`config.mk`:
```
export PLATFORM = sky130hd
export DESIGN_NAME = tiled_texture_untile_address_core
export DESIGN_NICKNAME = d
export VERILOG_FILES = /design/src/rtl/tta_pkg.sv /design/src/rtl/tiled_texture_untile_address_core.sv
export SDC_FILE = /design/constraint.sdc
export NUM_CORES = 1
export LEC_CHECK = 0
export BUFFER_PORTS_ARGS = -buffer_cell sky130_fd_sc_hd__buf_2
export CORE_MARGIN = 5
export CORE_UTILIZATION = 57
export CTS_CLUSTER_DIAMETER = 100
export CTS_CLUSTER_SIZE = 24
export DETAILED_ROUTE_END_ITERATION = 8
export PLACE_DENSITY_LB_ADDON = 0.12
export SYNTH_ARGS = -nofsm -noshare
export SYNTH_HDL_FRONTEND = slang
export SYNTH_SLANG_ARGS = --single-unit
```
`constraint.sdc`:
```
create_clock -name clk -period 6.3 [get_ports clk]
set_clock_uncertainty 0.1 [all_clocks]
set_input_delay 1.26 -clock clk [delete_from_list [all_inputs] [get_ports clk]]
set_output_delay 1.26 -clock clk [all_outputs]
set_load 0.03 [all_outputs]
```
`src/rtl/tta_pkg.sv`:
```
// Shared constants for the tiled texture untile address generator.
// Register indexes, field widths and limits; no dependencies.
`default_nettype none

package tta_pkg;

  localparam int unsigned MAX_DIM_DEFAULT = 8192;

  localparam int unsigned COORD_W  = 13;
  localparam int unsigned OFFSET_W = 30;
  localparam int unsigned LOG2_W   = 3;
  localparam int unsigned TILES_W  = 9;
  localparam int unsigned PITCH_W  = 18;
  localparam int unsigned CFG_IDX_W  = 2;
  localparam int unsigned CFG_DATA_W = 18;

  // Largest bytes-per-texel log2 (16-byte blocks).
  localparam logic [LOG2_W-1:0] MAX_LOG2 = 3'd4;
  localparam logic [LOG2_W-1:0] RESET_LOG2 = 3'd2;

  typedef enum logic [CFG_IDX_W-1:0] {
    REG_TEXEL_BYTES_LOG2 = 2'd0,
    REG_TILES_PER_ROW    = 2'd1,
    REG_DST_ROW_PITCH    = 2'd2
  } cfg_reg_t;

endpackage

`default_nettype wire

```
`src/rtl/tiled_texture_untile_address_core.sv`:
```
// Untile address generator: tiled source offset and linear destination offset.
// Depends on tta_pkg.
//
//   channel   handshake               payload
//   -------   ---------------------   -----------------------------------------
//   request   start / busy            src_x, src_y, dst_x, dst_y
//   result    done (one-cycle strobe) tiled_offset, linear_offset
//   config    cfg_valid / cfg_ready   cfg_index, cfg_data
//
// One request per cycle while rst is low; each result is registered in the multiply stage,
// the offset-assembly stage and the output register, in that order, after its request is taken.
// rst is synchronous; busy is held high and cfg_ready low while it is high and
// the pipeline valid bits are cleared. The receiver cannot stall, so there is
// no backpressure: busy is low whenever rst is low.
`default_nettype none

module tiled_texture_untile_address_core
  import tta_pkg::*;
#(
  parameter int unsigned MAX_DIM = MAX_DIM_DEFAULT
) (
  input  wire logic                  clk,
  input  wire logic                  rst,
  input  wire logic                  start,
  output logic                       busy,
  input  wire logic [COORD_W-1:0]    src_x,
  input  wire logic [COORD_W-1:0]    src_y,
  input  wire logic [COORD_W-1:0]    dst_x,
  input  wire logic [COORD_W-1:0]    dst_y,
  output logic                       done,
  output logic [OFFSET_W-1:0]        tiled_offset,
  output logic [OFFSET_W-1:0]        linear_offset,
  input  wire logic                  cfg_valid,
  output logic                       cfg_ready,
  input  wire logic [CFG_IDX_W-1:0]  cfg_index,
  input  wire logic [CFG_DATA_W-1:0] cfg_data
);

  localparam int unsigned MAX_TILES = MAX_DIM / 32;
  localparam int unsigned TW = $clog2(MAX_TILES + 1);
  localparam int unsigned PW = (COORD_W - 5) + TW;   // macro row product
  localparam int unsigned MW = PW + 1;               // macro tile index
  localparam int unsigned LW = PITCH_W + COORD_W;    // pitch * row
  localparam int unsigned OW = 32;                   // offset work width

  // Configuration, stored already clamped.
  logic [LOG2_W-1:0]  texel_bytes_log2;
  logic [TW-1:0]      tiles_per_row;
  logic [PITCH_W-1:0] dst_row_pitch;

  logic accept;
  logic cfg_write;

  assign busy      = rst;
  assign cfg_ready = !rst;
  assign accept    = start && !busy;
  assign cfg_write = cfg_valid && cfg_ready;

  always_ff @(posedge clk) begin
    if (rst) begin
      texel_bytes_log2 <= RESET_LOG2;
      tiles_per_row    <= TW'(1);
      dst_row_pitch    <= '0;
    end else if (cfg_write) begin
      case (cfg_index)
        REG_TEXEL_BYTES_LOG2: begin
          if (cfg_data[LOG2_W-1:0] > MAX_LOG2) begin
            texel_bytes_log2 <= MAX_LOG2;
          end else begin
            texel_bytes_log2 <= cfg_data[LOG2_W-1:0];
          end
        end
        REG_TILES_PER_ROW: begin
          if (cfg_data[TILES_W-1:0] > TILES_W'(MAX_TILES)) begin
            tiles_per_row <= TW'(MAX_TILES);
          end else begin
            tiles_per_row <= TW'(cfg_data[TILES_W-1:0]);
          end
        end
        REG_DST_ROW_PITCH: begin
          dst_row_pitch <= cfg_data[PITCH_W-1:0];
        end
        default: begin
        end
      endcase
    end
  end

  // Stage 1: the two multiplies.
  logic               v1;
  logic [COORD_W-1:0] x1;
  logic [4:0]         y1;
  logic [COORD_W-1:0] dx1;
  logic [PW-1:0]      macro_row;
  logic [LW-1:0]      lin_prod;

  always_ff @(posedge clk) begin
    if (rst) begin
      v1 <= 1'b0;
    end else begin
      v1 <= accept;
    end
  end

  always_ff @(posedge clk) begin
    x1        <= src_x;
    y1        <= src_y[4:0];
    dx1       <= dst_x;
    macro_row <= PW'(src_y[COORD_W-1:5] * tiles_per_row);
    lin_prod  <= LW'(dst_row_pitch * dst_y);
  end

  // Stage 2: macro index, byte offset inside the tile row, linear sum.
  logic [MW-1:0]       macro;
  logic [5:0]          micro_texel;
  logic [9:0]          micro;
  logic [LOG2_W:0]     macro_shift;
  logic [LOG2_W:0]     row8_shift;
  logic [OW-1:0]       off_next;
  logic [OW-1:0]       lin_next;

  always_comb begin
    macro       = MW'(x1[COORD_W-1:5]) + MW'(macro_row);
    micro_texel = 6'({3'b000, x1[2:0]}) + 6'({y1[2:1], 3'b000});
    micro       = 10'(micro_texel) << texel_bytes_log2;
    macro_shift = {1'b0, texel_bytes_log2} + (LOG2_W+1)'(7);
    row8_shift  = {1'b0, texel_bytes_log2} + (LOG2_W+1)'(3);
    off_next    = (OW'(macro) << macro_shift)
                + OW'({micro[9:4], 5'b00000})
                + OW'(micro[3:0])
                + (OW'({y1[3], 3'b000}) << row8_shift)
                + OW'({y1[0], 4'b0000});
    lin_next    = OW'(lin_prod) + (OW'(dx1) << texel_bytes_log2);
  end

  logic          v2;
  logic [OW-1:0] off2;
  logic [1:0]    ybits2;   // src_y bits 4:3
  logic [1:0]    xbits2;   // src_x bits 4:3
  logic [OFFSET_W-1:0] lin2;

  always_ff @(posedge clk) begin
    if (rst) begin
      v2 <= 1'b0;
    end else begin
      v2 <= v1;
    end
  end

  always_ff @(posedge clk) begin
    off2   <= off_next;
    ybits2 <= y1[4:3];
    xbits2 <= x1[4:3];
    lin2   <= lin_next[OFFSET_W-1:0];
  end

  // Stage 3: bank/pipe swizzle into the final tiled offset.
  logic [1:0]          bank_sel;
  logic [OFFSET_W-1:0] tiled_next;

  always_comb begin
    bank_sel   = {ybits2[0], 1'b0} + xbits2;
    tiled_next = OFFSET_W'({off2[OW-1:9], 9'd0} << 3)
               + OFFSET_W'({off2[8:6], 6'd0} << 2)
               + OFFSET_W'(off2[5:0])
               + OFFSET_W'({ybits2[1], 11'd0})
               + OFFSET_W'({bank_sel, 6'd0});
  end

  always_ff @(posedge clk) begin
    if (rst) begin
      done <= 1'b0;
    end else begin
      done <= v2;
    end
  end

  always_ff @(posedge clk) begin
    tiled_offset  <= tiled_next;
    linear_offset <= lin2;
  end

`ifndef SYNTHESIS
  a_latency: assert property (@(posedge clk) disable iff (rst)
    accept |-> ##3 done)
    else $error("accepted request did not produce a result three cycles later");

  a_no_spurious: assert property (@(posedge clk) disable iff (rst)
    done |-> $past(v1, 2))
    else $error("result strobe without a matching request");

  a_log2_clamped: assert property (@(posedge clk) disable iff (rst)
    texel_bytes_log2 <= MAX_LOG2)
    else $error("texel size log2 above limit");

  a_tiles_clamped: assert property (@(posedge clk) disable iff (rst)
    tiles_per_row <= TW'(MAX_TILES))
    else $error("tiles per row above limit");
`endif

endmodule

`default_nettype wire

```
### Word-level counts from Yosys, hierarchy flattened

Index checks and enable logic that the tools add are counted.

* register bits: 232
* input port bits: 76
* output and inout port bits: 63
* logic and storage cells: 50

* add/subtract/negate cells: 14
* multiply operators: 2
* magnitude comparators: 2
* equality and inequality tests: 2
* shift operators: 4
* muxes and demuxes: 2
* reduce and logical (&&, ||, !) cells: 7

Operator list (count)
* 30-bit by 11-bit adder with 30-bit output: 1
* 30-bit by 12-bit adder with 30-bit output: 1
* 30-bit adder: 1
* 30-bit by 6-bit adder with 30-bit output: 1
* 30-bit by 8-bit adder with 30-bit output: 1
* 18-bit by 13-bit multiplier with 30-bit output: 1
* 13-bit by 3-bit left shift with 30-bit output: 1
* 27-bit by 11-bit adder with 27-bit output: 1
* 27-bit adder: 1
* 27-bit by 4-bit adder with 27-bit output: 1
* 27-bit by 5-bit adder with 27-bit output: 1
* 18-bit by 4-bit left shift with 27-bit output: 1
* 4-bit by 4-bit left shift with 27-bit output: 1
* 8-bit by 17-bit adder with 18-bit output: 1
* 8-bit by 9-bit multiplier with 17-bit output: 1
* 6-bit by 3-bit left shift with 10-bit output: 1
* 9-bit greater-than comparator (second input constant): 1
* 9-bit two-way mux: 1
* 3-bit by 5-bit adder with 6-bit output: 1
* 2-bit AND reduction: 3
* 3-bit by 2-bit adder with 4-bit output (second input constant): 1
* 3-bit by 3-bit adder with 4-bit output (second input constant): 1
* 3-bit greater-than comparator (second input constant): 1
* 3-bit two-way mux: 1
* 6 further kinds: 7

### Logic depth before layout (Yosys ltp)

* depth in word-level cells: 6
* gate-level depth with buffers: 28
* gate-level depth less buffers: 24

### Worst setup path after synthesis

No wires, ideal clock.

* path type: in2reg
* start point: input port dst_y[4]
* end point: register lin_prod[28]
* setup time: 72 ps
* arrival: 6185 ps
* required time: 6128 ps
* setup slack: -57 ps
* stages on the path: 22
* buffers on the path: 2
* cell sequence: clkbuf_1 clkbuf_1 nand2_1 fa_1 inv_1 fa_1 fa_1 fa_1 inv_1 fa_1 inv_1 ha_1 a21oi_1 o21ai_0 a21o_1 a21oi_1 nor3b_1 a211o_1 a31oi_1 o21a_1 nor2_1 xnor2_1

* longest elaborated chain between the ends: 1

RTL lines
* start, declared: line tiled_texture_untile_address_core.sv:29 `input wire logic [COORD_W-1:0] dst_y,`
* 18-bit by 13-bit multiplier with 30-bit output: line tiled_texture_untile_address_core.sv:110 `lin_prod <= LW'(dst_row_pitch * dst_y);`
* end signal, assigned: line tiled_texture_untile_address_core.sv:110
* end, declared: line tiled_texture_untile_address_core.sv:95 `logic [LW-1:0] lin_prod;`

Every way passes these cells.
A chain may end at the register's enable or synchronous reset.

### Worst setup path after layout

* start point: input port dst_y[1]
* end point: register lin_prod[28]

Same word-level chain as after synthesis.

==> key figures <==
Min path
  • Hold endpoint: tiled_offset[29]
  • Hold path cells: 0
  • Hold path startpoint: off2[26]
  • Hold Crit Class: reg2reg

Global routing
  • Number of global-route vias before repair: 15330
  • Initial antenna violation count: 0
  • Largest net degree at the start of global routing: 65
  • First-pass GRT wire length: 74020 um
  • Total GRT Usage: 22.68%
  • Overflow after GRT: 0

Detailed routing
  • DR pass1 iterations: 4
  • Drt drc: 0
  • Post-Route WL: 42860 um
  • Initial drt markers: 688
  • Routed Antenna Nets: 0
  • Vias/cell: 5.366
  • Via count: 14960
  • Drt wl/cell: 15.37 um

Power and ir drop
  • Peak VDD IR: 0.0002612 V
  • PwrDens: 170.7 nW/um^2
  • LEAKAGE: 10.94 nW

Final layout
  • Post-Route Utilization: 62.69%
  • Final net count: 2805
  • N_diodes: 0
  • Commonest cells after routing, fill and taps aside: 325 x inv_1, 310 x nand2_1, 231 x dfxtp_1, 228 x fa_1, 169 x ha_1
  • Most common cell after layout, fill and taps aside: inv_1
  • Fill cells: 3010
  • Share of cells above drive strength 1: 11.66%
  • Area grow syn2layout: 9.093%

Setup path
  • Crit path max fanout: 13
  • Critical Setup Path Class: in2reg
  • R2R setup slack: 380 ps
  • Critical Path AT: 6320 ps
  • Endpoint class of the critical path: register
  • CP Launch Type: input port
  • Reg2reg start: macro_row[0]
  • Reg2reg end: off2[23]
  • Cell depth of the worst flop-to-flop path: 22
  • Req. time, crit path: 6630 ps

Placed design
  • Worst slack at placement: -196.5 ps
  • Dpl hpwl: 34950 um
  • Routability cong.: 0.8754
  • IO buf count: 138

Timing
  • WHS: 213.5 ps
  • Endpoints failing hold: 0
  • RSZ-0062 raised after global routing: no
  • Final setup violation count: 0
  • Post-route clock period utilization: 95.08%
  • Slew @ Worst Pin: 727.3 ps
  • Slew headroom: 51.52%
  • Max-slew violations: 0
  • Fmax: 0.1669 GHz
  • Fin crit period: 5990 ps
  • Final worst setup slack: 309.8 ps

Synthesis
  • Synth cell types: 83
  • Number of synthesized flops with an enable pin: 0
  • Yosys warns: 0
  • Main synth FF type: dfxtp_1
  • Syn_nets: 2682
  • Ys async rst share: 0%
  • #FFs+latches synth: 232
  • Gate Count Post-Synth: 2209
  • Cell area after synthesis: 19800 um^2
  • Seq/Total Area, Yosys: 23.46%
  • Post-Syn Area per Cell: 8.963 um^2

Floorplanning
  • Cell Rows: 68
  • Core Footprint: 34460 um^2
  • IO Count: 139
  • Starting Density: 57.46%
  • Die X: 196.4 um
  • Die Y: 196.4 um
  • Die area: 38570 um^2

Clock tree
  • Cts bufs inserted: 14
  • TritonCTS clock tree: yes
  • CTS Root Cell: clkbuf_16
  • Htree depth: 1
  • Clk buf depth: 3
  • TritonCTS Sinks: 232
  • Skew-Pair Late Insertion Delay: 500 ps
  • Post-CTS setup buffers: 0
  • CTS Hold Bufs: 0
  • Clk slew on worst S/H paths: 90 ps

Run status
  • Outcome: completed

Flow run
  • Max-cap violations: 0
repair_timing:
item | 4_1_cts | 5_1_grt
endpoints found under the setup margin | 0 | 4
gates resized for setup | 0 | 6
hold endpoints to repair | 0 | 0
registers in the layout (all words and copies together), names as in the netlist, 3 cells and up:
register,count
lin2,30
lin_prod,30
linear_offset,30
tiled_offset,30
off2,27
dst_row_pitch,18
macro_row,17
dx1,13
x1,13
tiles_per_row,9
y1,5
texel_bytes_log2,3
per-layer routing:
layer | vias to the layer above | GRT usage [%] | wire length [um]
li1 | 7329 | - | -
met1 | 7246 | 30.72 | 19390
met2 | 314 | 39.03 | 20420
met3 | 72 | 2.786 | 1998
met4 | 0 | 5.689 | 1052
met5 | - | 0 | 0
cells in the mapped netlist, drive strengths merged (9+ instances only):
cell type	instances	share of area, %
a21oi	102	2.7
nand3	32	0.83
a31oi	9	0.28
ha	169	11
inv	325	6.2
mux2i	24	1.2
o21a	11	0.42
nand2	311	5.9
buf	11	0.29
fa	228	23
nor3	27	0.79
nor2	100	1.9
xnor2	56	2.5
nor2b	14	0.44
dfxtp	232	23
o211ai	17	0.70
mux2	17	0.97
clkbuf	79	1.5
and3	15	0.47
a21o	32	1.2
nand2b	9	0.28
xor2	36	1.6
and2	145	4.6
a211oi	16	0.73
nand4	13	0.41
o21ai	65	1.7
nor3b	14	0.56
worst max-delay path, cell delays in order:
cell	delay [ps]
buf_2	190
and2_1	210
fa_1	530
inv_1	40
fa_1	480
inv_1	50
fa_1	500
inv_1	60
fa_1	480
fa_1	490
inv_1	40
ha_1	180
or3_1	390
nor2_1	100
o21ai_0	120
and2_1	200
a21oi_1	150
buf_4	150
a211o_1	160
a31oi_1	120
o21a_1	190
nor2_1	110
xnor2_1	120
cell type report:
cell class	instances	area, um^2	share of cell area [%]
sequential	232	4646	21.51
multi-input combinational	1562	13610	63.02
timing repair buffer	197	1146	5.306
inverter	325	1220	5.648
tap	455	569.3	2.636
clock inverter	2	32.53	0.1506
clock buffer	15	375.4	1.738
cell families (layout without fill, tap and decap cells):
family / count (synthesis) / in the layout / share of synthesized area [%]
flops: 232 / 232 / 23.46
buf+inv: 415 / 539 / 7.949
mux: 45 / 45 / 2.635
simple gates: 699 / 699 / 16.94
xor+xnor: 92 / 92 / 4.069
fa+ha+maj: 397 / 397 / 33.73
compound gates: 328 / 328 / 11.20
other cells: 1 / 1 / 0.01894
power breakdown:
| part | total (mW) | switching, mW | internal (mW) |
|---|---|---|---|
| sequential | 1.73 | 0.0696 | 1.66 |
| combinational | 1.03 | 0.648 | 0.386 |
| clock | 0.927 | 0.487 | 0.439 |
per-stage QoR:
| step | std cells | cell area, um^2 | total power [mW] | setup TNS, ps |
|---|---|---|---|---|
| floorplan | 2209 | 19800 | 2.493 | 0 |
| global placement | 2771 | 21160 | 2.776 | -246.3 |
| detailed placement | 2771 | 21160 | 2.790 | -828.9 |
| CTS | 2788 | 21570 | 3.730 | 0 |
| global route | 2788 | 21600 | 3.929 | 0 |
| finish | 2788 | 21600 | 3.688 | 0 |
worst max-delay path by stage:
stage | start | end | slack, ps | depth (start not counted)
2_1_floorplan | dst_y[6] | lin_prod[28] | 9 | 22
3_3_place_gp | dst_y[1] | lin_prod[28] | -110 | 22
3_5_place_dp | dst_y[1] | lin_prod[28] | -200 | 22
4_1_cts | dst_y[1] | lin_prod[28] | 310 | 22
5_1_grt | dst_y[1] | lin_prod[28] | 10 | 22
6_report | dst_y[1] | lin_prod[28] | 310 | 23
Power figures use the tool's default switching activity.
